### src/hw/rtl/assert_macros.svh
// assertion helpers, included by the result buffer
`ifndef ASSERT_MACROS_SVH
`define ASSERT_MACROS_SVH

// property that must hold at every clock edge out of reset
`define ASSERT_ALWAYS(label, expr, msg) \
  label: assert property (@(posedge clk) disable iff (rst) (expr)) else $error(msg);

// condition in one cycle implies a consequence in the next
`define ASSERT_NEXT(label, ante, cons, msg) \
  label: assert property (@(posedge clk) disable iff (rst) (ante) |=> (cons)) else $error(msg);

`endif

### src/hw/rtl/ccm_obuf.sv
`default_nettype none
module ccm_obuf (
  input  logic        clk,
  input  logic        rst,
  input  logic        push,
  input  logic [23:0] din,
  output logic        full,
  output logic        m_axis_tvalid,
  input  logic        m_axis_tready,
  output logic [23:0] m_axis_tdata
);
  `include "assert_macros.svh"

  logic [23:0] mem [0:1];
  logic        wr, rd;
  logic [1:0]  cnt;
  logic        pop;

  assign pop           = m_axis_tvalid && m_axis_tready;
  assign full          = (cnt == 2'd2);
  assign m_axis_tvalid = (cnt != 2'd0);
  assign m_axis_tdata  = mem[rd];

  // two-entry result buffer
  always_ff @(posedge clk) begin
    if (rst) begin
      wr  <= 1'b0;
      rd  <= 1'b0;
      cnt <= 2'd0;
    end else begin
      if (push) begin
        wr <= !wr;
      end
      if (pop) begin
        rd <= !rd;
      end
      cnt <= 2'(cnt + 2'(push) - 2'(pop));
    end
  end

  always_ff @(posedge clk) begin
    if (push) begin
      mem[wr] <= din;
    end
  end

  `ASSERT_ALWAYS(a_cnt_range, cnt != 2'd3, "result buffer count out of range")
  `ASSERT_ALWAYS(a_no_overrun, !(push && full && !pop), "item pushed into full buffer")
  `ASSERT_NEXT(a_fill, push && !pop, cnt == 2'($past(cnt) + 2'd1), "buffer count missed push")
  `ASSERT_NEXT(a_drain, pop && !push, cnt == 2'($past(cnt) - 2'd1), "buffer count missed pop")

endmodule
`default_nettype wire
### config.mk
export PLATFORM = sky130hd
export DESIGN_NAME = ccm_obuf
export DESIGN_NICKNAME = d
export VERILOG_FILES = /design/src/hw/rtl/ccm_obuf.sv
export VERILOG_INCLUDE_DIRS = /design/src /design/src/hw/rtl
export SDC_FILE = /design/constraint.sdc
export NUM_CORES = 1
export LEC_CHECK = 0
export BUFFER_PORTS_ARGS = -buffer_cell sky130_fd_sc_hd__buf_4
export CAP_MARGIN = 20
export CORE_AREA = 2 2 81 83
export CTS_CLUSTER_DIAMETER = 100
export CTS_CLUSTER_SIZE = 10
export DETAILED_ROUTE_END_ITERATION = 8
export DIE_AREA = 0 0 83 85
export PLACE_DENSITY = 0.62
export SKIP_LAST_GASP = 1
export SLEW_MARGIN = 15
export SYNTH_ARGS = -nofsm -noshare
export SYNTH_HDL_FRONTEND = slang
export SYNTH_SLANG_ARGS = --single-unit
### constraint.sdc
create_clock -name clk -period 2.55 [get_ports clk]
set_input_delay 0.1275 -clock clk [delete_from_list [all_inputs] [get_ports clk]]
set_output_delay 0.1275 -clock clk [all_outputs]
set_load 0.01 [all_outputs]
==> results.md <==
* Worst min-delay path class: in2reg
* H-tree level count at 2
* Vias per cell at around 4.2
* Critical Path Start Type: register
* Most common cell after layout, fill and taps aside: buf_4
* Hold path depth at 1
* Final HPWL DP at 2380 um
* Crit path buffers/inverters at 2
* FF+latch count, synth at 53
* Drc violations at 0
* Global-route wire length before repair at about 5100 um
* Largest net degree at the start of global routing at 25
* Clock sink count at 53
* Cells after Synth at between 90 and 100
* # nets final at slightly above 200
* FILL cells at 523
* Drt initial violations at 32
* Initial Util at 32.1%
* Worst r2r path cells at 2
* Detail Route Antenna Nets at 0
* RR Startpoint: wr
* Setup CP Type: reg2out
* Root Buffer: clkbuf_8
* IO Count at 54
* Critical path's slowest cell: mux2_2
* Post-cts sizing count at 0
* CP max stage delay at approximately 0.4 ns
* Mapped cell area at 1990 sq um
* Peak VDD IR at roughly 0.55 mV
* Commonest non-fill, non-tap cells in the layout: buf_4, edfxtp_1, mux2_2, dlygate4sd3_1
* Hold Path End: mem[0][12]
* CP dominant cell by count: buf_4
* Final Hold Fails at 0
* IO Port Bufs at 53
* Clock Skew at between 0.002 and 0.003 ns
* CORE AREA at 6200 sq um
* N_diodes at 0
* CTS clk-pin slew, worst paths at 0.09 ns
* Fin crit share at between 60% and 70%
* Slew HR at between 60% and 70%
* Worst path top cell family by delay: buffers and inverters
* Place WS at 1.12 ns
* Antenna violations before repair at 0
* Register area share after synthesis at between 70% and 80%
* Routability cong. at 0.657
* Critical-path maximum fanout at 24
* Die H at roughly 85 um
* Tmin final at around 1.6 ns
* Die W at a little over 80 um
* Worst-Margin Slew at roughly 0.48 ns
* Detailed Routing Iterations Pass 1 at 4
* Total CTS buffers at 5
* Total Wirelength at 3410 um
* CTS Buffer Depth at 2
* Setup TNS at 0 ns
* Final instance area at approximately 2800 sq um
* Max Cap Viol at 0
* CTS tree: done
* GRT Total Usage at roughly 9.6%
* CP required at 2.42 ns
* Syn_nets at roughly 130
* RSZ-0062 raised after global routing: no
* Synthesized area per cell at 20.3 sq um
* Die area at just over 7000 sq um
* Final worst-path setup slack at 0.944 ns
* Worst hold start: din[12]
* Power per cell area at 786 nW/um^2
* Cell Rows at 29
* Reg2Reg Setup Slack at 1.12 ns
* Vias in the first global route at about 1100
* Via count at approximately 1100
* Worst-Skew Late Latency at ~0.30 ns
* Final setup fails at 0
* Crit. End Element: primary output
* Lkg Pwr at around 1.1 nW
* Post-Place Cell Area at 2480 sq um
* Status: finished clean
* Distinct cells, synth at 14
* Area growth syn-to-layout at 39.4%
* Share of cells above drive strength 1 at 51.1%
* Fmax at between 600 and 700 MHz
* GRT Residual Overflow at 0
* Critical path arrival at ~1.5 ns
* Critical R2R Capture: mem[1][21]
* Crit-path cells: buf_4, mux2_2, buf_4
* Fin. max-slew vios at 0
* Synth warn at 0
* WL/cell at ~13 um
## worst max path at each step
stage             start                to  cells past startpoint
6_report       register  m_axis_tdata[13]                      3
5_1_grt        register  m_axis_tdata[13]                      3
4_1_cts        register  m_axis_tdata[13]                      3
3_5_place_dp     cnt[1]            cnt[1]                      6
3_3_place_gp         wr        mem[1][17]                      2
2_1_floorplan        wr         mem[0][0]                      1
## kinds of logic after synthesis
| kind of cell | after synthesis | share of synthesized area (%) |
|---|---|---|
| multiplexers | 26 | 14.9 |
| buffers and inverters | 5 | 2.07 |
| XOR/XNOR | 2 | 1.57 |
| AND/OR/NAND/NOR | 9 | 2.45 |
| AO/OA/AOI/OAI | 1 | 0.377 |
| flip-flops | 53 | 77.4 |
| adder cells (fa/ha/maj) | 2 | 1.26 |
## routing by layer
| layer | track usage [%] | up-vias | share of wire (%) | routed length (um) |
|---|---|---|---|---|
| met3 | 3.31 | 3 | 4.5 | 155 |
| met4 | 2.68 | 0 | 1.1 | 37 |
| met1 | 10.8 | 507 | 41 | 1410 |
| met2 | 17.5 | 36 | 53 | 1810 |
| met5 | 0 | - | 0 | 0 |
| li1 | - | 526 | - | - |
## sequential cells by signal, summed over array words and instances (netlist names), named ones only
register and cells:
mem 48, cnt 2, rd 1, wr 1
## repair_timing
item,CTS,global route
endpoints found under the hold margin,5,31
hold buffers,3,16
buffers inserted,0,0
## cells in the mapped netlist
library cell	number	area share, %
and2_1	1	0.31
o21a_1	1	0.38
nor2_1	3	0.57
mux2_4	1	0.75
buf_6	3	1.7
edfxtp_1	48	72
mux2_2	25	14
inv_1	2	0.38
or2_2	1	0.31
xnor2_1	1	0.44
xnor3_1	1	1.1
dfxtp_1	5	5.0
nor2b_1	4	1.3
ha_1	2	1.3
## area by class of cell
| cell class | count | area, sq um | share of cell area (%) |
|---|---|---|---|
| sequential | 53 | 1540 | 55.5 |
| timing repair buffer | 75 | 611 | 22.0 |
| multi-input combinational | 40 | 412 | 14.8 |
| tap | 77 | 96.3 | 3.47 |
| clock buffer | 5 | 68.8 | 2.48 |
| clock inverter | 3 | 41.3 | 1.49 |
| inverter | 2 | 7.51 | 0.270 |
## power breakdown
part | total (mW) | switching, mW | internal [mW]
sequential | 1.06 | 0.0294 | 1.03
clock | 0.538 | 0.249 | 0.289
combinational | 0.590 | 0.242 | 0.348
total | 2.18 | 0.521 | 1.66
## metrics by stage
step | utilization [%] | total power, mW | hold WS (ns) | instances
floorplan | - | 1.43 | 0.199 | 98
finish | 44.8 | 2.18 | 0.0128 | 255
detailed placement | 39.9 | 1.65 | 0.315 | 228
global route | 44.8 | 2.30 | 0.000749 | 255
global placement | 39.9 | 1.64 | 0.313 | 228
CTS | 42.2 | 2.19 | 0.000243 | 239
No activity file was read; power rests on OpenSTA's default activity.
