## config.mk

```make
export PLATFORM = sky130hd
export DESIGN_NAME = ccm_norm
export DESIGN_NICKNAME = d
export VERILOG_FILES = /design/src/hw/rtl/assert_macros.svh /design/src/hw/rtl/ccm_pkg.sv /design/src/hw/rtl/ccm_norm.sv
export SDC_FILE = /design/constraint.sdc
export NUM_CORES = 2
export LEC_CHECK = 0
export ABC_AREA = 1
export BUFFER_PORTS_ARGS = -buffer_cell sky130_fd_sc_hd__buf_2
export CORE_MARGIN = 1
export CORE_UTILIZATION = 59
export DETAILED_ROUTE_END_ITERATION = 7
export MAX_ROUTING_LAYER = met4
export PLACE_DENSITY = 0.73
export SLEW_MARGIN = 20
export SYNTH_ARGS = -nofsm -noshare
export SYNTH_HDL_FRONTEND = slang
export SYNTH_SLANG_ARGS = --single-unit
export TNS_END_PERCENT = 5
```

## constraint.sdc

```tcl
create_clock -name clk -period 6.4 [get_ports clk]
set_clock_uncertainty 0.2 [all_clocks]
set_input_delay 0.32 -clock clk [delete_from_list [all_inputs] [get_ports clk]]
set_output_delay 0.32 -clock clk [all_outputs]
set_load 0.01 [all_outputs]
```

## src/hw/rtl/assert_macros.svh

```systemverilog
// assertion helpers, included by the result buffer
`ifndef ASSERT_MACROS_SVH
`define ASSERT_MACROS_SVH

// property that must hold at every clock edge out of reset
`define ASSERT_ALWAYS(label, expr, msg) \
  label: assert property (@(posedge clk) disable iff (rst) (expr)) else $error(msg);

// condition in one cycle implies a consequence in the next
`define ASSERT_NEXT(label, ante, cons, msg) \
  label: assert property (@(posedge clk) disable iff (rst) (ante) |=> (cons)) else $error(msg);

`endif

```

## src/hw/rtl/ccm_pkg.sv

```systemverilog
`default_nettype none
package ccm_pkg;

  // color style codes
  localparam logic [1:0] STYLE_BANDS = 2'd0;
  localparam logic [1:0] STYLE_RAMP  = 2'd1;

  // normalized value h, q1.16 with one at 65536
  localparam int H_W = 17;
  localparam logic [H_W-1:0] H_HALF = 17'd32768;
  localparam logic [H_W-1:0] H_ONE  = 17'd65536;

  // shading divider widths
  localparam int X_W   = 36;
  localparam int DIV_W = 28;
  localparam int Q_W   = 8;

  // rounded bytes of 0.85 and 0.9
  localparam logic [7:0] BYTE_850 = 8'd217;
  localparam logic [7:0] BYTE_900 = 8'd230;

  // gray ramp: (510 * (0.9 * 65536000 - 700 h) + 65536000) / 131072000
  localparam logic [25:0]      GRAY_BASE = 26'd58982400;
  localparam logic [X_W-1:0]   GRAY_OFS  = 36'd65536000;
  localparam logic [DIV_W-1:0] GRAY_DIV  = 28'd131072000;

  typedef struct packed {
    logic signed [31:0] low_bound;
    logic signed [31:0] high_bound;
    logic [1:0]         color_style;
    logic [4:0][16:0]   scale;
  } cfg_t;

  // colors decided before the divider
  typedef struct packed {
    logic       bypass;
    logic [7:0] red;
    logic [7:0] green;
    logic [7:0] blue;
  } fixed_rgb_t;

  // stop colors in thousandths, channel 0 red, 1 green, 2 blue
  function automatic logic [9:0] stop_thou(input logic [2:0] idx, input logic [1:0] ch);
    logic [9:0] r, g, b;
    begin
      r = 10'd0;
      g = 10'd0;
      b = 10'd0;
      case (idx)
        3'd0: b = 10'd850;
        3'd1: begin g = 10'd900; b = 10'd900; end
        3'd2: g = 10'd750;
        3'd3: begin r = 10'd900; g = 10'd900; end
        3'd4: r = 10'd850;
        default: r = 10'd0;
      endcase
      case (ch)
        2'd0: return r;
        2'd1: return g;
        default: return b;
      endcase
    end
  endfunction

  // open band around k/10, bounds scaled by 1000 * 65536
  function automatic logic [26:0] band_lo(input int k);
    return 27'((100 * k - 10) * 65536);
  endfunction

  function automatic logic [26:0] band_hi(input int k);
    return 27'((100 * k + 1) * 65536);
  endfunction

endpackage
`default_nettype wire

```

## src/hw/rtl/ccm_norm.sv

```systemverilog
`default_nettype none
module ccm_norm (
  input  logic                        clk,
  input  logic                        rst,
  input  logic                        adv,
  input  logic                        in_valid,
  input  logic signed [31:0]          curvature,
  input  ccm_pkg::cfg_t               cfg,
  output logic                        out_valid,
  output logic [ccm_pkg::H_W-1:0]     h
);
  import ccm_pkg::*;

  logic [31:0]      den;
  logic [31:0]      num;
  logic [48:0]      dividend;
  logic             eq, gt, lt;
  logic             frc_in;
  logic [H_W-1:0]   hf_in;

  logic             v   [0:H_W];
  logic             frc [0:H_W];
  logic [H_W-1:0]   hf  [0:H_W];
  logic [31:0]      rem [0:H_W];
  logic [H_W-1:0]   lo  [0:H_W];
  logic [H_W-1:0]   q   [0:H_W];

  // bounds compare and rounded dividend
  assign den      = 32'(cfg.high_bound - cfg.low_bound);
  assign num      = 32'(curvature - cfg.low_bound);
  assign dividend = {1'b0, num, 16'd0} + 49'(den[31:1]);
  assign eq       = (cfg.high_bound == cfg.low_bound);
  assign gt       = ($signed(curvature) > $signed(cfg.high_bound));
  assign lt       = ($signed(curvature) < $signed(cfg.low_bound));

  always_comb begin
    frc_in = 1'b1;
    hf_in  = '0;
    if (eq) begin
      hf_in = H_HALF;
    end else if (gt) begin
      hf_in = H_ONE;
    end else if (!lt) begin
      frc_in = 1'b0;
    end
  end

  // capture stage
  always_ff @(posedge clk) begin
    if (rst) begin
      v[0] <= 1'b0;
    end else if (adv) begin
      v[0] <= in_valid;
    end
  end

  always_ff @(posedge clk) begin
    if (adv) begin
      frc[0] <= frc_in;
      hf[0]  <= hf_in;
      rem[0] <= dividend[48:17];
      lo[0]  <= dividend[16:0];
      q[0]   <= '0;
    end
  end

  // one quotient bit per stage
  for (genvar k = 0; k < H_W; k++) begin : g_step
    logic [32:0] rsh;
    logic        take;
    logic [31:0] rnx;

    assign rsh  = {rem[k], lo[k][H_W-1]};
    assign take = (rsh >= {1'b0, den});
    assign rnx  = take ? 32'(rsh - {1'b0, den}) : rsh[31:0];

    always_ff @(posedge clk) begin
      if (rst) begin
        v[k+1] <= 1'b0;
      end else if (adv) begin
        v[k+1] <= v[k];
      end
    end

    always_ff @(posedge clk) begin
      if (adv) begin
        frc[k+1] <= frc[k];
        hf[k+1]  <= hf[k];
        rem[k+1] <= rnx;
        lo[k+1]  <= {lo[k][H_W-2:0], 1'b0};
        q[k+1]   <= {q[k][H_W-2:0], take};
      end
    end
  end

  assign out_valid = v[H_W];
  assign h         = frc[H_W] ? hf[H_W] : q[H_W];

endmodule
`default_nettype wire

```

==> impl_results.md <==
* Pin count of the biggest net entering global routing at 169
* DR iter-0 viols at 5717
* Post-route ant nets at 0
* Final instance area at 75260 um2
* Grt met1 use at 0.4381
* Synth warn at 0
* Endpoints failing hold at 0
* Fmax achieved at 0.1683 GHz
* CTS clock-pin slew for the worst setup and hold paths at 0.06 ns
* Post-DP HPWL at 159.4 mm
* CTS Sinks at 922
* GR peak layer: met2
* Syn avg cell area at 8.182 um2
* Max Cap Viol at 0
* Post-route DRC at 0
* Worst path top cell family by delay: simple AND/OR/NAND/NOR gates
* Critical Path Start: cfg[92]
* First-pass GRT wire length at 320.3 mm
* Hold path start: cfg[119]
* Total GRT Usage at 0.3635
* Relative slew slack at 0.2398
* Worst R2R Start: rem[1][1]$_DFFE_PP_
* IO Pins at 205
* Register area at 27690 um2
* Total wire length at 211.7 mm
* Slew @ Worst Pin at 1.130 ns
* Die height at 344.2 um
* Share of cells above drive strength 1 at 0.06192
* Worst-path maximum fanout at 13
* Nets at 9475
* P_leak at 34.76 nW
* Length of the first detailed-routing pass in iterations at 6
* Area growth syn-to-layout at 8.924%
* Starting Density at 0.5946
* Pre-CTS setup slack at 0.3941 ns
* CTS tree: done
* Longest Clk Path Bufs at 3
* Num CTS Buffers at 101
* Top FF cell, synth: edfxtp_1
* Most repeated library cell on the critical path: nand2_1
* Mapped Area at 69090 um2
* Post-CTS setup buffers at 0
* Run status: completed
* Setup TNS at 0 ns
* Die Area at 118500 um2
* Clock Power Share at 0.128
* #FFs+latches synth at 922
* WHS at 0.05076 ns
* CP Buf/Inv Count at 6
* Period Utilization, post-route at 0.9283
* Clock Latency Late Sink at 0.71 ns
* DR vias/cell at 5.887
* Avg WL per Cell at 20.66 um
* Final count of pins violating max slew at 0
* Crit path launch type: primary input
* Internal at 23.99 mW
* Placed cell area at 71780 um2
* Routed vias at 60320
* Maximum vdd drop at 0.3628 mV
* Syn nets at 9287
* Post-layout util at 0.6476
* Setup CP Type: in -> reg
* Met2 usage in global routing at 0.5926
* Post_cts resized at 0
* Hold WC Path Type: in -> reg
* Seq pwr share at 0.256
* Final Non-Filler Cells at 10250
* Worst EP arrival at 6.17 ns
* Grt ovf at 0
* Core Region at 116200 um2
* Most frequent cells in the layout: 2469 x nand2_1, 922 x edfxtp_1, 778 x nand3_1
* Comb power frac at 0.616
* RSZ-0062 raised after global routing: no
* Pwr Density at 628.2 nW/um2
* Sw Share at 0.4924
* Setup violators final at 0
* Post-layout min period at 5.941 ns
* Multi-input combinational cell area at 37880 um2
* GP Congestion at 0.9775
* Buffers added on ports at 117
* Total power at 47.27 mW
* Number of synthesized flops with an enable pin at 922
* Req. time, crit path at 6.63 ns
* H-tree levels at 3
* Psw at 23.28 mW
* Clock root buffer: clkbuf_16
* Number of distinct library cells after synthesis at 59
* Initial antenna violation count at 1
* Number of global-route vias before repair at 56390
* CP max stage cell: dlygate4sd3_1
* Post-placement cell count at 10050
* Seq/Total Area, Yosys at 0.4007
* Filler cell count in the final layout at 9921
* Crit. End Element: flip-flop
* GR Layer Usage met3 at 0.05252
* Async set-reset flop share out of synthesis at 0
* Die Span X at 344.2 um
* Rows at 125
* Mapped Cells at 8444
* Commonest non-fill, non-tap cell in the layout: nand2_1
* Final setup margin at 0.4586 ns
* Crit path largest cell delay at 0.53 ns
==> what timing repair did <==
action                                  4_1_cts  5_1_grt
hold buffers                                  4        0
hold endpoints to repair                     37        0
endpoints found under the setup margin        0        0
==> layer usage <==
layer / up-vias / wire length, um / part of all wire
li1: 29510 / - / -
met1: 27980 / 85210 / 0.40
met2: 2266 / 98770 / 0.47
met3: 558 / 14550 / 0.069
met4: 0 / 13150 / 0.062
met5: - / 0 / 0
==> power groups by stage <==
stage	Sequential [mW]	Combinational, mW	Clock (mW)
2_1_floorplan	11.2	21.7	0
6_report	12.1	29.1	6.04
3_5_place_dp	12.2	28.4	0
3_3_place_gp	12.2	28.0	0
5_1_grt	12.2	32.5	6.35
4_1_cts	12.1	28.6	6.14
==> worst paths after layout <==
path	to	slack (ns)	cells past startpoint
min	lo[0][16]$_DFFE_PP_	0.05	4
min reg2reg	lo[5][11]$_DFFE_PP_	0.19	0
max	rem[0][26]$_DFFE_PP_	0.46	31
max reg2reg	rem[2][27]$_DFFE_PP_	2.60	17
==> final cells by class <==
| cell class | count | area share |
|---|---|---|
| tap | 1524 | 0.02534 |
| antenna | 1 | 0.00003325 |
| sequential | 922 | 0.3679 |
| timing repair buffer | 238 | 0.02228 |
| inverter | 712 | 0.03551 |
| clock inverter | 75 | 0.01121 |
| multi-input combinational | 6657 | 0.5034 |
| clock buffer | 117 | 0.03438 |
==> flip-flops by register name, summed over array words and instances (netlist names) <==
signal,count
v,18
lo,153
frc,18
q,153
rem,544
hf,36
==> worst register-to-register path: stages (launching register included) <==
cell and delay (ns):
edfxtp_1 0.44, ha_1 0.46, inv_1 0.09, o31ai_1 0.44
nand3_1 0.12, nand2_1 0.19, nand3_1 0.09, nand2_1 0.10
nand2_1 0.06, o211ai_1 0.14, nand2_1 0.09, nand2_1 0.15
nand2_1 0.09, nand2_1 0.10, nand2_2 0.06, nand2_2 0.57
nand2_1 0.13, nand2_1 0.11
==> logic make-up after synthesis <==
kind of cell / Yosys count / share of synthesized area
mux: 2 / 0.0003259
flops: 922 / 0.4007
compound gates: 1376 / 0.1140
buf+inv: 865 / 0.05295
xor+xnor: 446 / 0.05654
fa+ha+maj: 656 / 0.1209
simple gates: 4177 / 0.2546
==> cells in the mapped netlist, drive strengths merged, types with 3 or more instances <==
library cell / count / share of area
nor3b: 9 / 0.00098
o221a: 8 / 0.0013
o2111ai: 5 / 0.00063
o221ai: 16 / 0.0020
nand3b: 10 / 0.0011
a31o: 9 / 0.0011
nand3: 792 / 0.058
nor4: 55 / 0.0050
buf: 125 / 0.013
nor3: 66 / 0.0048
or2: 3 / 0.00027
edfxtp: 922 / 0.40
o21ai: 362 / 0.026
a221oi: 3 / 0.00038
a31oi: 36 / 0.0043
o21a: 89 / 0.0097
nor2: 608 / 0.033
xor2: 277 / 0.035
clkbuf: 28 / 0.0015
a21o: 69 / 0.0075
o211ai: 7 / 0.00076
nand2: 2540 / 0.14
a41oi: 3 / 0.00060
o21bai: 42 / 0.0046
a21oi: 672 / 0.049
ha: 637 / 0.12
and3: 7 / 0.00063
nand4: 85 / 0.0079
a211oi: 13 / 0.0014
xnor2: 169 / 0.021
a21boi: 28 / 0.0030
fa: 19 / 0.0055
o31ai: 8 / 0.00087
inv: 712 / 0.039
No activity file was read; power rests on OpenSTA's default activity.
