[config.mk]
export PLATFORM = sky130hd
export DESIGN_NAME = ccm_div8
export DESIGN_NICKNAME = d
export VERILOG_FILES = /design/src/hw/rtl/assert_macros.svh /design/src/hw/rtl/ccm_pkg.sv /design/src/hw/rtl/ccm_div8.sv
export SDC_FILE = /design/constraint.sdc
export NUM_CORES = 2
export LEC_CHECK = 0
export BUFFER_PORTS_ARGS = -buffer_cell sky130_fd_sc_hd__buf_2
export CORE_MARGIN = 2
export CORE_UTILIZATION = 35
export CTS_CLUSTER_DIAMETER = 30
export DETAILED_ROUTE_END_ITERATION = 8
export GPL_TIMING_DRIVEN = 0
export HOLD_SLACK_MARGIN = 0.15
export PLACE_DENSITY = 0.55
export SETUP_SLACK_MARGIN = 0.02
export SLEW_MARGIN = 0
export SYNTH_ARGS = -nofsm -noshare
export SYNTH_HDL_FRONTEND = slang
export SYNTH_SLANG_ARGS = --single-unit
[constraint.sdc]
create_clock -name clk -period 3.5 [get_ports clk]
set_input_delay 0.35 -clock clk [delete_from_list [all_inputs] [get_ports clk]]
set_output_delay 0.35 -clock clk [all_outputs]
set_load 0.005 [all_outputs]
[src/hw/rtl/assert_macros.svh]
// assertion helpers, included by the result buffer
`ifndef ASSERT_MACROS_SVH
`define ASSERT_MACROS_SVH

// property that must hold at every clock edge out of reset
`define ASSERT_ALWAYS(label, expr, msg) \
  label: assert property (@(posedge clk) disable iff (rst) (expr)) else $error(msg);

// condition in one cycle implies a consequence in the next
`define ASSERT_NEXT(label, ante, cons, msg) \
  label: assert property (@(posedge clk) disable iff (rst) (ante) |=> (cons)) else $error(msg);

`endif

[src/hw/rtl/ccm_pkg.sv]
`default_nettype none
package ccm_pkg;

  // color style codes
  localparam logic [1:0] STYLE_BANDS = 2'd0;
  localparam logic [1:0] STYLE_RAMP  = 2'd1;

  // normalized value h, q1.16 with one at 65536
  localparam int H_W = 17;
  localparam logic [H_W-1:0] H_HALF = 17'd32768;
  localparam logic [H_W-1:0] H_ONE  = 17'd65536;

  // shading divider widths
  localparam int X_W   = 36;
  localparam int DIV_W = 28;
  localparam int Q_W   = 8;

  // rounded bytes of 0.85 and 0.9
  localparam logic [7:0] BYTE_850 = 8'd217;
  localparam logic [7:0] BYTE_900 = 8'd230;

  // gray ramp: (510 * (0.9 * 65536000 - 700 h) + 65536000) / 131072000
  localparam logic [25:0]      GRAY_BASE = 26'd58982400;
  localparam logic [X_W-1:0]   GRAY_OFS  = 36'd65536000;
  localparam logic [DIV_W-1:0] GRAY_DIV  = 28'd131072000;

  typedef struct packed {
    logic signed [31:0] low_bound;
    logic signed [31:0] high_bound;
    logic [1:0]         color_style;
    logic [4:0][16:0]   scale;
  } cfg_t;

  // colors decided before the divider
  typedef struct packed {
    logic       bypass;
    logic [7:0] red;
    logic [7:0] green;
    logic [7:0] blue;
  } fixed_rgb_t;

  // stop colors in thousandths, channel 0 red, 1 green, 2 blue
  function automatic logic [9:0] stop_thou(input logic [2:0] idx, input logic [1:0] ch);
    logic [9:0] r, g, b;
    begin
      r = 10'd0;
      g = 10'd0;
      b = 10'd0;
      case (idx)
        3'd0: b = 10'd850;
        3'd1: begin g = 10'd900; b = 10'd900; end
        3'd2: g = 10'd750;
        3'd3: begin r = 10'd900; g = 10'd900; end
        3'd4: r = 10'd850;
        default: r = 10'd0;
      endcase
      case (ch)
        2'd0: return r;
        2'd1: return g;
        default: return b;
      endcase
    end
  endfunction

  // open band around k/10, bounds scaled by 1000 * 65536
  function automatic logic [26:0] band_lo(input int k);
    return 27'((100 * k - 10) * 65536);
  endfunction

  function automatic logic [26:0] band_hi(input int k);
    return 27'((100 * k + 1) * 65536);
  endfunction

endpackage
`default_nettype wire

[src/hw/rtl/ccm_div8.sv]
`default_nettype none
module ccm_div8 (
  input  logic                            clk,
  input  logic                            rst,
  input  logic                            adv,
  input  logic                            in_valid,
  input  ccm_pkg::fixed_rgb_t             fix,
  input  logic [2:0][ccm_pkg::X_W-1:0]    x,
  input  logic [ccm_pkg::DIV_W-1:0]       divisor,
  output logic                            out_valid,
  output logic [23:0]                     rgb
);
  import ccm_pkg::*;

  logic                       v   [0:Q_W];
  fixed_rgb_t                 fx  [0:Q_W];
  logic [DIV_W-1:0]           dv  [0:Q_W];
  logic [2:0][DIV_W-1:0]      rem [0:Q_W];
  logic [2:0][Q_W-1:0]        lo  [0:Q_W];
  logic [2:0][Q_W-1:0]        q   [0:Q_W];

  // capture stage, quotient is known to stay below 256
  always_ff @(posedge clk) begin
    if (rst) begin
      v[0] <= 1'b0;
    end else if (adv) begin
      v[0] <= in_valid;
    end
  end

  always_ff @(posedge clk) begin
    if (adv) begin
      fx[0] <= fix;
      dv[0] <= divisor;
      for (int j = 0; j < 3; j++) begin
        rem[0][j] <= x[j][X_W-1:Q_W];
        lo[0][j]  <= x[j][Q_W-1:0];
        q[0][j]   <= '0;
      end
    end
  end

  // one quotient bit per stage, three channels side by side
  for (genvar k = 0; k < Q_W; k++) begin : g_step
    logic [2:0][DIV_W:0]   rsh;
    logic [2:0]            take;
    logic [2:0][DIV_W-1:0] rnx;

    always_comb begin
      for (int j = 0; j < 3; j++) begin
        rsh[j]  = {rem[k][j], lo[k][j][Q_W-1]};
        take[j] = (rsh[j] >= {1'b0, dv[k]});
        rnx[j]  = take[j] ? DIV_W'(rsh[j] - {1'b0, dv[k]}) : rsh[j][DIV_W-1:0];
      end
    end

    always_ff @(posedge clk) begin
      if (rst) begin
        v[k+1] <= 1'b0;
      end else if (adv) begin
        v[k+1] <= v[k];
      end
    end

    always_ff @(posedge clk) begin
      if (adv) begin
        fx[k+1] <= fx[k];
        dv[k+1] <= dv[k];
        for (int j = 0; j < 3; j++) begin
          rem[k+1][j] <= rnx[j];
          lo[k+1][j]  <= {lo[k][j][Q_W-2:0], 1'b0};
          q[k+1][j]   <= {q[k][j][Q_W-2:0], take[j]};
        end
      end
    end
  end

  assign out_valid = v[Q_W];
  assign rgb = fx[Q_W].bypass ? {fx[Q_W].blue, fx[Q_W].green, fx[Q_W].red}
                              : {q[Q_W][2], q[Q_W][1], q[Q_W][0]};

endmodule
`default_nettype wire

==> out/qor.yml <==
firstDrtPassIters: 5
total_power_uw: 103400
die_w_um: 482.9
min_to: "rem[0][17]$_DFFE_PP_"
internal_power_uw: 64960
grt_max_degree: 171
cp_data_arrival_time_ns: 4.42
rows: 175
finClkSkew_ns: 0.1092
gr-usage-all-layers_pct: 23.24
synthFlopType: "edfxtp_1"
crit_fanout: 5
min_path_cells: 2
portBuffers: 189
r2r_cells: 15
clk_root_buffer_cell: "clkbuf_16"
antenna_found_initial: 1
drt_iter0_markers: 3510
pwr-share-clk_pct: 29.2
synth-seq-area-share_pct: 50.36
grt_pass1_wl_mm: 397.4
min_from: "x[25]"
clkSinkCount: 1346
pin_count: 190
p_sw_uw: 38440
synth_top_family_by_area: "compound AO/OA/AOI/OAI gates"
worst-setup-path-type: "flop to flop"
wl_per_cell_um: 24.25
dpl.cell_count: 10370
postRouteAntennaNets: 0
synth_nets: 8016
num_antenna_cells: 0
drive_gt1_share_pct: 22.82
synth_edf_count: 1346
htree_levels: 5
synth_compound_area_share_pct: 16.09
clk_latency_ns: 0.94
synth-simple-area-share_pct: 10.07
async_flop_share_pct: 0
slew_headroom_pct: 26.09
regArea_um2: 40420
ys_seq_elements: 1346
violations: "negative setup slack"
fin_ws_ns: -0.3074
synth_xor_area_share_pct: 5.118
hold_violations: 0
worstMarginPinSlew_ns: 1.109
syn_to_final_growth_pct: 32.83
fin_nets: 9101
setup_viol: 77
peakVddDrop_mv: 0.5229
cts_made_buffers: 343
muxShareOfSynthArea_pct: 4.488
ys.warnings.count: 0
worst_ep_required_time_ns: 4.11
outcome: "finished, violations left"
vias: 60600
stdcell_count: 11510
p_leak_uw: 0.04259
syn_area_per_cell_um2: 11.21
drv_slew: 0
routed_via_density: 5.264
die_h_um: 482.9
drcViolationCount: 0
r2r_end: "rem[2][81]$_DFFE_PP_"
p_per_area_nw_per_um2: 969.9
fin_crit_sh_pct: 108.8
drt_wl_total_mm: 279.1
power.share.combinational_pct: 44.9
clk_path_buf_depth: 4
clock.fmax_ghz: 0.2626
start_kind: "flop"
pwr-share-seq_pct: 25.9
gp_congestion: 0.9990
netlist_instances: 7158
r2r-start: "dv[0][30]$_DFFE_PP_"
grt_overflow: 0
hp-class: "input port to flop"
rsz0062_at_grt: "true"
cts_tree: "yes"
multiInputGateArea_um2: 41510
synthAdderAreaFrac_pct: 11.00
post-route-min-period_ns: 3.807
die_area_um2: 233200
r2r_slack_ns: -0.31
grt_pass1_vias: 62500
ys_types: 95
num-fill-cells: 20640
coreArea_um2: 227700
cts.clk_slew.worst_paths_ns: 0.04
initial_core_util_pct: 35.25
endpoint_kind: "flop"
syn-cell-area_um2: 80260
switching_share_pct: 37.18
hpwl_mm: 217.4
max_cap_viol_count: 0
## cells in the mapped netlist (all sizes together) (11+ instances only)
cell type | count | area (um^2)
clkbuf | 148 | 555.5
a211oi | 56 | 425.4
a21o | 328 | 2462
o211ai | 30 | 230.2
fa | 21 | 420.4
nand2 | 566 | 2125
o21bai | 53 | 397.9
a21boi | 19 | 142.6
and4 | 13 | 113.9
o31ai | 48 | 365.3
a21oi | 577 | 2895
o31a | 27 | 236.5
buf | 44 | 251.5
a41oi | 15 | 131.4
a31o | 14 | 122.6
xnor2 | 280 | 2452
nand4 | 99 | 619.3
nor3b | 14 | 105.1
nor4 | 27 | 168.9
o41ai | 16 | 147.7
nor2 | 386 | 1449
o2111ai | 11 | 96.34
inv | 398 | 1494
o21ai | 513 | 2567
or2 | 22 | 137.6
nor3 | 108 | 540.5
a2111oi | 15 | 156.4
and3 | 53 | 331.6
a221oi | 16 | 146.4
mux2i | 28 | 280.3
ha | 672 | 8408
a31oi | 80 | 521.8
xor2 | 189 | 1655
edfxtp | 1346 | 40420
and2 | 46 | 287.8
o21a | 90 | 675.7
a211o | 28 | 245.2
nand3 | 141 | 705.7
mux2 | 295 | 3322
or3 | 20 | 125.1
nand2b | 61 | 381.6
nor2b | 105 | 664.4
o22ai | 14 | 87.58
## critical path, stage by stage, from the launching register on
cell and delay [ns]:
edfxtp_1 0.42, inv_2 0.10, buf_6 0.10, buf_6 0.08, ha_4 0.20, nor2b_4 0.14, a221oi_4 0.30, o211ai_1 0.22
a21oi_2 0.34, o21ai_4 0.14, a211oi_4 0.27, a21oi_2 0.12, a2111oi_4 0.28, buf_6 0.25, buf_12 0.17, mux2_4 0.33
## metrics by stage
step | setup TNS, ns | cell area, um^2 | setup slack [ns] | hold slack (ns) | util, %
after CTS | -16.05 | 104400 | -0.3029 | 0.1501 | 45.87
after floorplan | 0 | 80260 | 0.04719 | 0.4003 | -
final | -13.35 | 106600 | -0.3074 | 0.2014 | 46.82
after global placement | - | 84970 | -19.85 | 0.4004 | 37.31
after global routing | -20.28 | 106600 | -0.4019 | 0.1585 | 46.82
after detailed placement | -816.28 | 85310 | -2.295 | 0.4045 | 37.46
## cell usage in the layout, fill, tap and decap left out, types with 61 or more instances in the layout
cell type / instances
nand3_1: 124
nor2_1: 371
xor2_1: 189
ha_1: 573
edfxtp_1: 1346
buf_2: 191
mux2_4: 102
a21oi_1: 506
nand4_1: 99
ha_4: 63
dlygate4sd3_1: 318
mux2_2: 193
o21a_1: 86
nand2_1: 555
inv_2: 61
o21ai_0: 421
nor2b_1: 87
a31oi_1: 63
xnor2_1: 280
a21o_1: 325
inv_1: 334
nor3_1: 85
clkbuf_16: 356
buf_4: 215
clkbuf_1: 99
## layer usage
metal  track usage, %  routed length (um)
met4            17.85               26280
met1            23.91              101800
met5                0                   0
met3            2.711                7502
met2            42.86              143500
## what timing repair did
item,4_1_cts,5_1_grt
pin swaps,119,127
gates cloned,6,7
buffers inserted,164,88
setup endpoints to repair,629,511
hold endpoints to repair,270,0
hold buffers,319,0
gates resized for setup,801,370
## power groups by stage
stage	Clock [uW]	Combinational, uW	Sequential, uW
after floorplan	0	26400	25100
final	30200	46500	26700
after global routing	31600	50100	27100
after global placement	0	38100	27500
after CTS	30800	44000	26700
after detailed placement	0	38200	26800
## worst max path at each step
stage,start,slack (ns),depth (start not counted),endpoint
floorplan,dv[0][85]$_DFFE_PP_,0.05,13,rem[4][76]$_DFFE_PP_
global placement,adv,-19.85,2,v[8]$_SDFFCE_PN0P_
detailed placement,dv[0][141]$_DFFE_PP_,-2.29,12,rem[6][52]$_DFFE_PP_
CTS,dv[0][30]$_DFFE_PP_,-0.30,14,rem[2][54]$_DFFE_PP_
global route,dv[0][30]$_DFFE_PP_,-0.40,14,rem[2][54]$_DFFE_PP_
finish,dv[0][30]$_DFFE_PP_,-0.31,15,rem[2][81]$_DFFE_PP_
## flip-flops by register name (all words and copies together) (netlist names)
signal and count:
rem 672, fx 225, dv 224, lo 108
q 108, v 9
## kinds of logic after synthesis
| logic type | after synthesis |
|---|---|
| fa+ha+maj | 693 |
| mux | 323 |
| xor+xnor | 469 |
| flops | 1346 |
| compound gates | 2039 |
| buf+inv | 590 |
| simple gates | 1698 |
## area by class of cell
class,instances,area share [%]
flip-flops and latches,1346,37.91
inverters,398,1.409
well taps,3009,3.531
multi-input cells,5222,38.94
plain buffers,150,1.217
clock buffers,385,8.279
repair buffers,782,6.529
clock inverters,220,2.184
Note: power is estimated with default switching activity, not from simulation.
