$ cat src/hw/rtl/assert_macros.svh
// assertion helpers, included by the result buffer
`ifndef ASSERT_MACROS_SVH
`define ASSERT_MACROS_SVH

// property that must hold at every clock edge out of reset
`define ASSERT_ALWAYS(label, expr, msg) \
  label: assert property (@(posedge clk) disable iff (rst) (expr)) else $error(msg);

// condition in one cycle implies a consequence in the next
`define ASSERT_NEXT(label, ante, cons, msg) \
  label: assert property (@(posedge clk) disable iff (rst) (ante) |=> (cons)) else $error(msg);

`endif

$ cat src/hw/rtl/ccm_pkg.sv
`default_nettype none
package ccm_pkg;

  // color style codes
  localparam logic [1:0] STYLE_BANDS = 2'd0;
  localparam logic [1:0] STYLE_RAMP  = 2'd1;

  // normalized value h, q1.16 with one at 65536
  localparam int H_W = 17;
  localparam logic [H_W-1:0] H_HALF = 17'd32768;
  localparam logic [H_W-1:0] H_ONE  = 17'd65536;

  // shading divider widths
  localparam int X_W   = 36;
  localparam int DIV_W = 28;
  localparam int Q_W   = 8;

  // rounded bytes of 0.85 and 0.9
  localparam logic [7:0] BYTE_850 = 8'd217;
  localparam logic [7:0] BYTE_900 = 8'd230;

  // gray ramp: (510 * (0.9 * 65536000 - 700 h) + 65536000) / 131072000
  localparam logic [25:0]      GRAY_BASE = 26'd58982400;
  localparam logic [X_W-1:0]   GRAY_OFS  = 36'd65536000;
  localparam logic [DIV_W-1:0] GRAY_DIV  = 28'd131072000;

  typedef struct packed {
    logic signed [31:0] low_bound;
    logic signed [31:0] high_bound;
    logic [1:0]         color_style;
    logic [4:0][16:0]   scale;
  } cfg_t;

  // colors decided before the divider
  typedef struct packed {
    logic       bypass;
    logic [7:0] red;
    logic [7:0] green;
    logic [7:0] blue;
  } fixed_rgb_t;

  // stop colors in thousandths, channel 0 red, 1 green, 2 blue
  function automatic logic [9:0] stop_thou(input logic [2:0] idx, input logic [1:0] ch);
    logic [9:0] r, g, b;
    begin
      r = 10'd0;
      g = 10'd0;
      b = 10'd0;
      case (idx)
        3'd0: b = 10'd850;
        3'd1: begin g = 10'd900; b = 10'd900; end
        3'd2: g = 10'd750;
        3'd3: begin r = 10'd900; g = 10'd900; end
        3'd4: r = 10'd850;
        default: r = 10'd0;
      endcase
      case (ch)
        2'd0: return r;
        2'd1: return g;
        default: return b;
      endcase
    end
  endfunction

  // open band around k/10, bounds scaled by 1000 * 65536
  function automatic logic [26:0] band_lo(input int k);
    return 27'((100 * k - 10) * 65536);
  endfunction

  function automatic logic [26:0] band_hi(input int k);
    return 27'((100 * k + 1) * 65536);
  endfunction

endpackage
`default_nettype wire

$ cat src/hw/rtl/ccm_shade.sv
`default_nettype none
module ccm_shade (
  input  logic                            clk,
  input  logic                            rst,
  input  logic                            adv,
  input  logic                            in_valid,
  input  logic [ccm_pkg::H_W-1:0]         h,
  input  ccm_pkg::cfg_t                   cfg,
  output logic                            out_valid,
  output ccm_pkg::fixed_rgb_t             fix,
  output logic [2:0][ccm_pkg::X_W-1:0]    x,
  output logic [ccm_pkg::DIV_W-1:0]       divisor
);
  import ccm_pkg::*;

  logic [26:0]     hm;
  logic            band;
  logic [1:0]      seg;
  logic [16:0]     s_lo, s_hi;
  fixed_rgb_t      fix_n;
  logic            ramp_n;

  logic            va, vb;
  fixed_rgb_t      fix_a, fix_b;
  logic            ramp_a, ramp_b;
  logic [1:0]      seg_a;
  logic [16:0]     n_a, d_a, d_b;
  logic [25:0]     gb_a;
  logic [X_W-1:0]  xg_b;
  logic [2:0][26:0] mix_b;

  // band test on h * 1000
  assign hm = 27'(h) * 27'd1000;

  always_comb begin
    band = 1'b0;
    for (int k = 1; k <= 9; k++) begin
      if (hm > band_lo(k) && hm < band_hi(k)) begin
        band = 1'b1;
      end
    end
  end

  // ramp segment: first upper stop at or above h
  always_comb begin
    if (cfg.scale[1] >= h) begin
      seg = 2'd0;
    end else if (cfg.scale[2] >= h) begin
      seg = 2'd1;
    end else if (cfg.scale[3] >= h) begin
      seg = 2'd2;
    end else begin
      seg = 2'd3;
    end
  end

  assign s_lo = cfg.scale[seg];
  assign s_hi = cfg.scale[3'(seg) + 3'd1];

  // colors that need no division
  always_comb begin
    fix_n  = '0;
    ramp_n = 1'b0;
    case (cfg.color_style)
      STYLE_BANDS: begin
        fix_n.bypass = 1'b1;
        fix_n.red    = band ? 8'd0 : BYTE_900;
        fix_n.green  = band ? 8'd0 : BYTE_900;
        fix_n.blue   = band ? 8'd0 : BYTE_900;
      end
      STYLE_RAMP: begin
        if (h >= cfg.scale[4]) begin
          fix_n.bypass = 1'b1;
          fix_n.red    = BYTE_850;
        end else if (h <= cfg.scale[0]) begin
          fix_n.bypass = 1'b1;
          fix_n.blue   = BYTE_850;
        end else begin
          ramp_n = 1'b1;
        end
      end
      default: ramp_n = 1'b0;
    endcase
  end

  // stage a: decisions, segment offsets, gray base
  always_ff @(posedge clk) begin
    if (rst) begin
      va <= 1'b0;
      vb <= 1'b0;
      out_valid <= 1'b0;
    end else if (adv) begin
      va <= in_valid;
      vb <= va;
      out_valid <= vb;
    end
  end

  always_ff @(posedge clk) begin
    if (adv) begin
      fix_a  <= fix_n;
      ramp_a <= ramp_n;
      seg_a  <= seg;
      n_a    <= 17'(h - s_lo);
      d_a    <= 17'(s_hi - s_lo);
      gb_a   <= 26'(GRAY_BASE - 26'(27'(h) * 27'd700));
    end
  end

  // stage b: weighted mix of the two stops per channel
  always_ff @(posedge clk) begin
    if (adv) begin
      fix_b  <= fix_a;
      ramp_b <= ramp_a;
      d_b    <= d_a;
      xg_b   <= X_W'(gb_a) * X_W'(510) + GRAY_OFS;
      for (int j = 0; j < 3; j++) begin
        mix_b[j] <= 27'(stop_thou(3'(seg_a), 2'(j))) * 27'(17'(d_a - n_a))
                  + 27'(stop_thou(3'(seg_a) + 3'd1, 2'(j))) * 27'(n_a);
      end
    end
  end

  // stage c: rounded dividend and divisor
  always_ff @(posedge clk) begin
    if (adv) begin
      fix <= fix_b;
      for (int j = 0; j < 3; j++) begin
        x[j] <= ramp_b ? X_W'(mix_b[j]) * X_W'(510) + X_W'(d_b) * X_W'(1000) : xg_b;
      end
      divisor <= ramp_b ? DIV_W'(d_b) * DIV_W'(2000) : GRAY_DIV;
    end
  end

endmodule
`default_nettype wire

$ cat config.mk
export PLATFORM = sky130hd
export DESIGN_NAME = ccm_shade
export DESIGN_NICKNAME = d
export VERILOG_FILES = /design/src/hw/rtl/assert_macros.svh /design/src/hw/rtl/ccm_pkg.sv /design/src/hw/rtl/ccm_shade.sv
export SDC_FILE = /design/constraint.sdc
export NUM_CORES = 2
export LEC_CHECK = 0
export BUFFER_PORTS_ARGS = -buffer_cell sky130_fd_sc_hd__buf_2
export CAP_MARGIN = 20
export CORE_AREA = 10 10 389 391
export CTS_CLUSTER_DIAMETER = 30
export DETAILED_ROUTE_END_ITERATION = 10
export DIE_AREA = 0 0 399 401
export GPL_TIMING_DRIVEN = 0
export PLACE_DENSITY_LB_ADDON = 0.15
export RECOVER_POWER = 25
export SETUP_SLACK_MARGIN = 0.2
export SYNTH_ARGS = -nofsm -noshare
export SYNTH_HDL_FRONTEND = slang
export SYNTH_SLANG_ARGS = --single-unit
export TNS_END_PERCENT = 10
$ cat constraint.sdc
create_clock -name clk -period 9.7 [get_ports clk]
set_input_delay 1.94 -clock clk [delete_from_list [all_inputs] [get_ports clk]]
set_output_delay 1.94 -clock clk [all_outputs]
set_load 0.03 [all_outputs]
==> summary.txt <==
Logic synthesis
  – Synthesized area per cell: 9.98 um^2
  – Compound-Gate Fraction of Synth Area: 0.104
  – Xor and xnor area share after synthesis: 0.0484
  – Synth Cell Area: ~0.071 mm^2
  – Synth top area share: 0.333
  – Area leader, netlist: fa_1
  – Multiplexer share of the synthesized area: 0.00907
  – Ys async rst share: 0
  – Simple-gate share of the synthesized area: 0.0811
  – Ys flop type: edfxtp_1
  – Netlist cell types: 120
  – #FFs+latches synth: 340
  – Main combinational cell family by area after synthesis: adder cells
  – Synth Instances: between 7k and 8k
  – Yosys warnings: 0
  – Post-synth EDFFs: ~340
  – Synth Area in Adders: 0.517
  – Area contributors post-synth: fa_1, ha_1, edfxtp_1
  – Sequential-to-total area share from yosys stat: 0.143

Worst hold path
  – Worst Hold Class: flip-flop to flip-flop

STA
  – RSZ-0062 raised after global routing: yes
  – # setup viols final: 0
  – Fin. Hold Viols: 0
  – Clock Skews: between 0.08 and 0.09 ns
  – Minimum clock period: just over 9 ns
  – Slew at the pin closest to its max-slew limit: between 6 and 7 ns
  – Final Cycle Share: 0.954
  – Worst Slack Setup Final: roughly 0.45 ns
  – Peak Freq: between 0.1 and 0.15 GHz
  – Slew Limit Fails: roughly 250
  – Worst rel slew slack: -3.33

Setup path
  – Slowest CP cell: xnor2_1
  – CP arrival: approximately 9.6 ns
  – CP startpoint kind: flip-flop
  – Worst EP required: 10.06 ns
  – CP Class: flip-flop to flip-flop
  – Crit path capture type: flip-flop
  – Top delay family on crit path: compound AO/OA/AOI/OAI gates
  – Largest stage delay, worst path: about 0.9 ns
  – Maximum fanout along the worst path: 11
  – CP Buf/Inv Count: 5

Global route
  – Largest net degree at the start of global routing: around 110
  – GRT overflow: 0
  – Global Route Usage Sum: 0.245
  – First-pass GRT wire length: about 300000 um
  – Vias in the first global route: 53.8k
  – Initial antenna violation count: 7

Die
  – Die W: roughly 400 um
  – Die H: 401 um
  – Io pins: approximately 330
  – Initial Util: 0.498
  – Core Rows: 139
  – Die ar.: around 0.16 mm^2
  – Area of the core: between 0.1 and 0.15 mm^2

Clocking
  – Clock-pin slew on the worst setup and hold paths: approximately 0.050 ns
  – Longest Clk Path Bufs: 3
  – Worst skew pair latency: between 0.7 and 0.8 ns
  – Root buf cell: clkbuf_16
  – H-tree depth: 3
  – Clock Sinks: 340
  – Total CTS buffers: between 80 and 90
  – Hold_buf cts: 0
  – CTS tree: built

Detailed routing
  – Antenna Nets Post-Route: 0
  – Via count: between 50k and 60k
  – Vias per cell: around 5.4
  – Drt wl/cell: 20.3 um
  – DRC viols: 0
  – DR iter-0 viols: ~3.8k
  – Drt pass-1 iters: 7
  – Total wire length: 194000 um

Placement
  – Port buffer count: 256
  – Inst Count DP: between 9k and 10k
  – HPWL after DPL: approximately 170000 um
  – Pre-CTS setup slack: -0.735 ns
  – GP Congestion: 0.942

Outcome
  – Failing checks: max-capacitance violations, max-slew violations
  – Status: finished with violations

Layout
  – Final #Nets: roughly 10k
  – Post-Layout Cell Count: 9556
  – Area Growth Syn to Fin: 10.3%
  – Layout cells sized above 1: 0.0791

Run
  – Max Cap Viol: 3
==> registers in the layout, indices dropped and copies added, names as in the netlist, 2 cells and up <==
signal   cells
x          102
mix_b       78
xg_b        33
divisor     24
gb_a        24
d_a         17
d_b         17
n_a         17
fix          7
fix_a        7
fix_b        7
seg_a        2
==> placed cells by master (no fill, tap or decap), drive strengths merged, types with 57 or more instances in the layout <==
cell type / instances
inv: 1692
fa: 1185
ha: 1053
nor2: 398
edfxtp: 337
buf: 333
a21oi: 306
xnor2: 263
nand2: 245
o21ai: 199
clkbuf: 173
a21o: 142
xor2: 129
nor3: 119
nand3: 77
conb: 64
mux2i: 59
nor2b: 59
o21a: 57
==> per-stage QoR <==
step	hold slack [ns]	util	area, um^2	TNS, ns
5_1_grt	0.406	0.550	78700	0
4_1_cts	0.406	0.548	78400	0
3_5_place_dp	0.405	0.526	75300	-3.91
3_3_place_gp	0.402	0.525	75200	-4.60
2_1_floorplan	0.400	-	71500	0
6_report	0.408	0.550	78700	0
==> synthesized netlist by cell type (8+ instances only) <==
cell	count
o31a_1	13
fa_1	1185
o21ai_1	16
nand2b_1	45
edfxtp_1	337
o31ai_1	33
mux2i_1	59
buf_4	28
a211o_1	14
a21oi_2	10
o21a_1	57
or2_2	17
nand4_1	30
ha_1	1053
buf_2	8
nor4_1	26
nor3b_1	11
o22ai_1	21
clkinv_1	8
a31oi_1	41
nor2b_1	58
buf_1	17
o21bai_1	52
clkbuf_1	72
nand3_1	76
xnor2_1	261
nor2_1	398
xor2_1	129
o21ai_0	178
a21boi_0	17
and2_1	53
and3_1	38
o211ai_1	25
a21oi_1	296
or3_1	30
nor3_1	116
a211oi_1	53
o2111ai_1	9
nand2_1	245
a21o_1	142
inv_1	1679
==> cell families (layout without fill, tap and decap cells) <==
| family | Yosys count | in the layout |
|---|---|---|
| adder cells (fa/ha/maj) | 2238 | 2238 |
| flip-flops | 340 | 340 |
| AND/OR/NAND/NOR | 1194 | 1194 |
| AO/OA/AOI/OAI | 1102 | 1102 |
| multiplexers | 64 | 64 |
| other | 1 | 66 |
| buffers and inverters | 1817 | 2257 |
| XOR/XNOR | 392 | 392 |
==> metal layers <==
layer  global-route usage  share of wire  vias to the layer above  routed length, um
met1                0.345           0.45                    25600              87300
met3               0.0349          0.061                      300              11800
met4               0.0898          0.040                        2               7810
met5                    0        0.00031                        -                 61
met2                0.384           0.45                     1516              87400
li1                     -              -                    24100                  -
==> worst paths after layout <==
path / slack, ns / to / depth (start not counted) / start
worst max-delay path: 0.45 / x[35] / 29 / d_b[1]
worst min-delay path: 0.41 / fix_b[4] / 0 / fix_a[4]
worst max register to register: 0.45 / x[35] / 29 / d_b[1]
worst min register to register: 0.41 / fix_b[4] / 0 / fix_a[4]
==> layout make-up <==
class,instances,area (um^2)
Antenna cell,2,5.00
Buffer,128,626
Clock buffer,96,2190
Clock inverter,61,788
Fill cell,12800,64500
Inverter,1689,6360
Multi-Input combinational cell,5054,54700
Sequential cell,340,10200
Tap cell,1903,2380
Timing Repair Buffer,283,1490
==> what timing repair did <==
action,CTS,global route
setup endpoints to repair,11,22
gates resized for setup,16,48
setup buffers,2,18
hold endpoints to repair,0,0
pin swaps,1,6
Power is left out: the tool's default activity adds up to more than one toggle a clock period on the data nets, which glitch-free logic cannot reach.
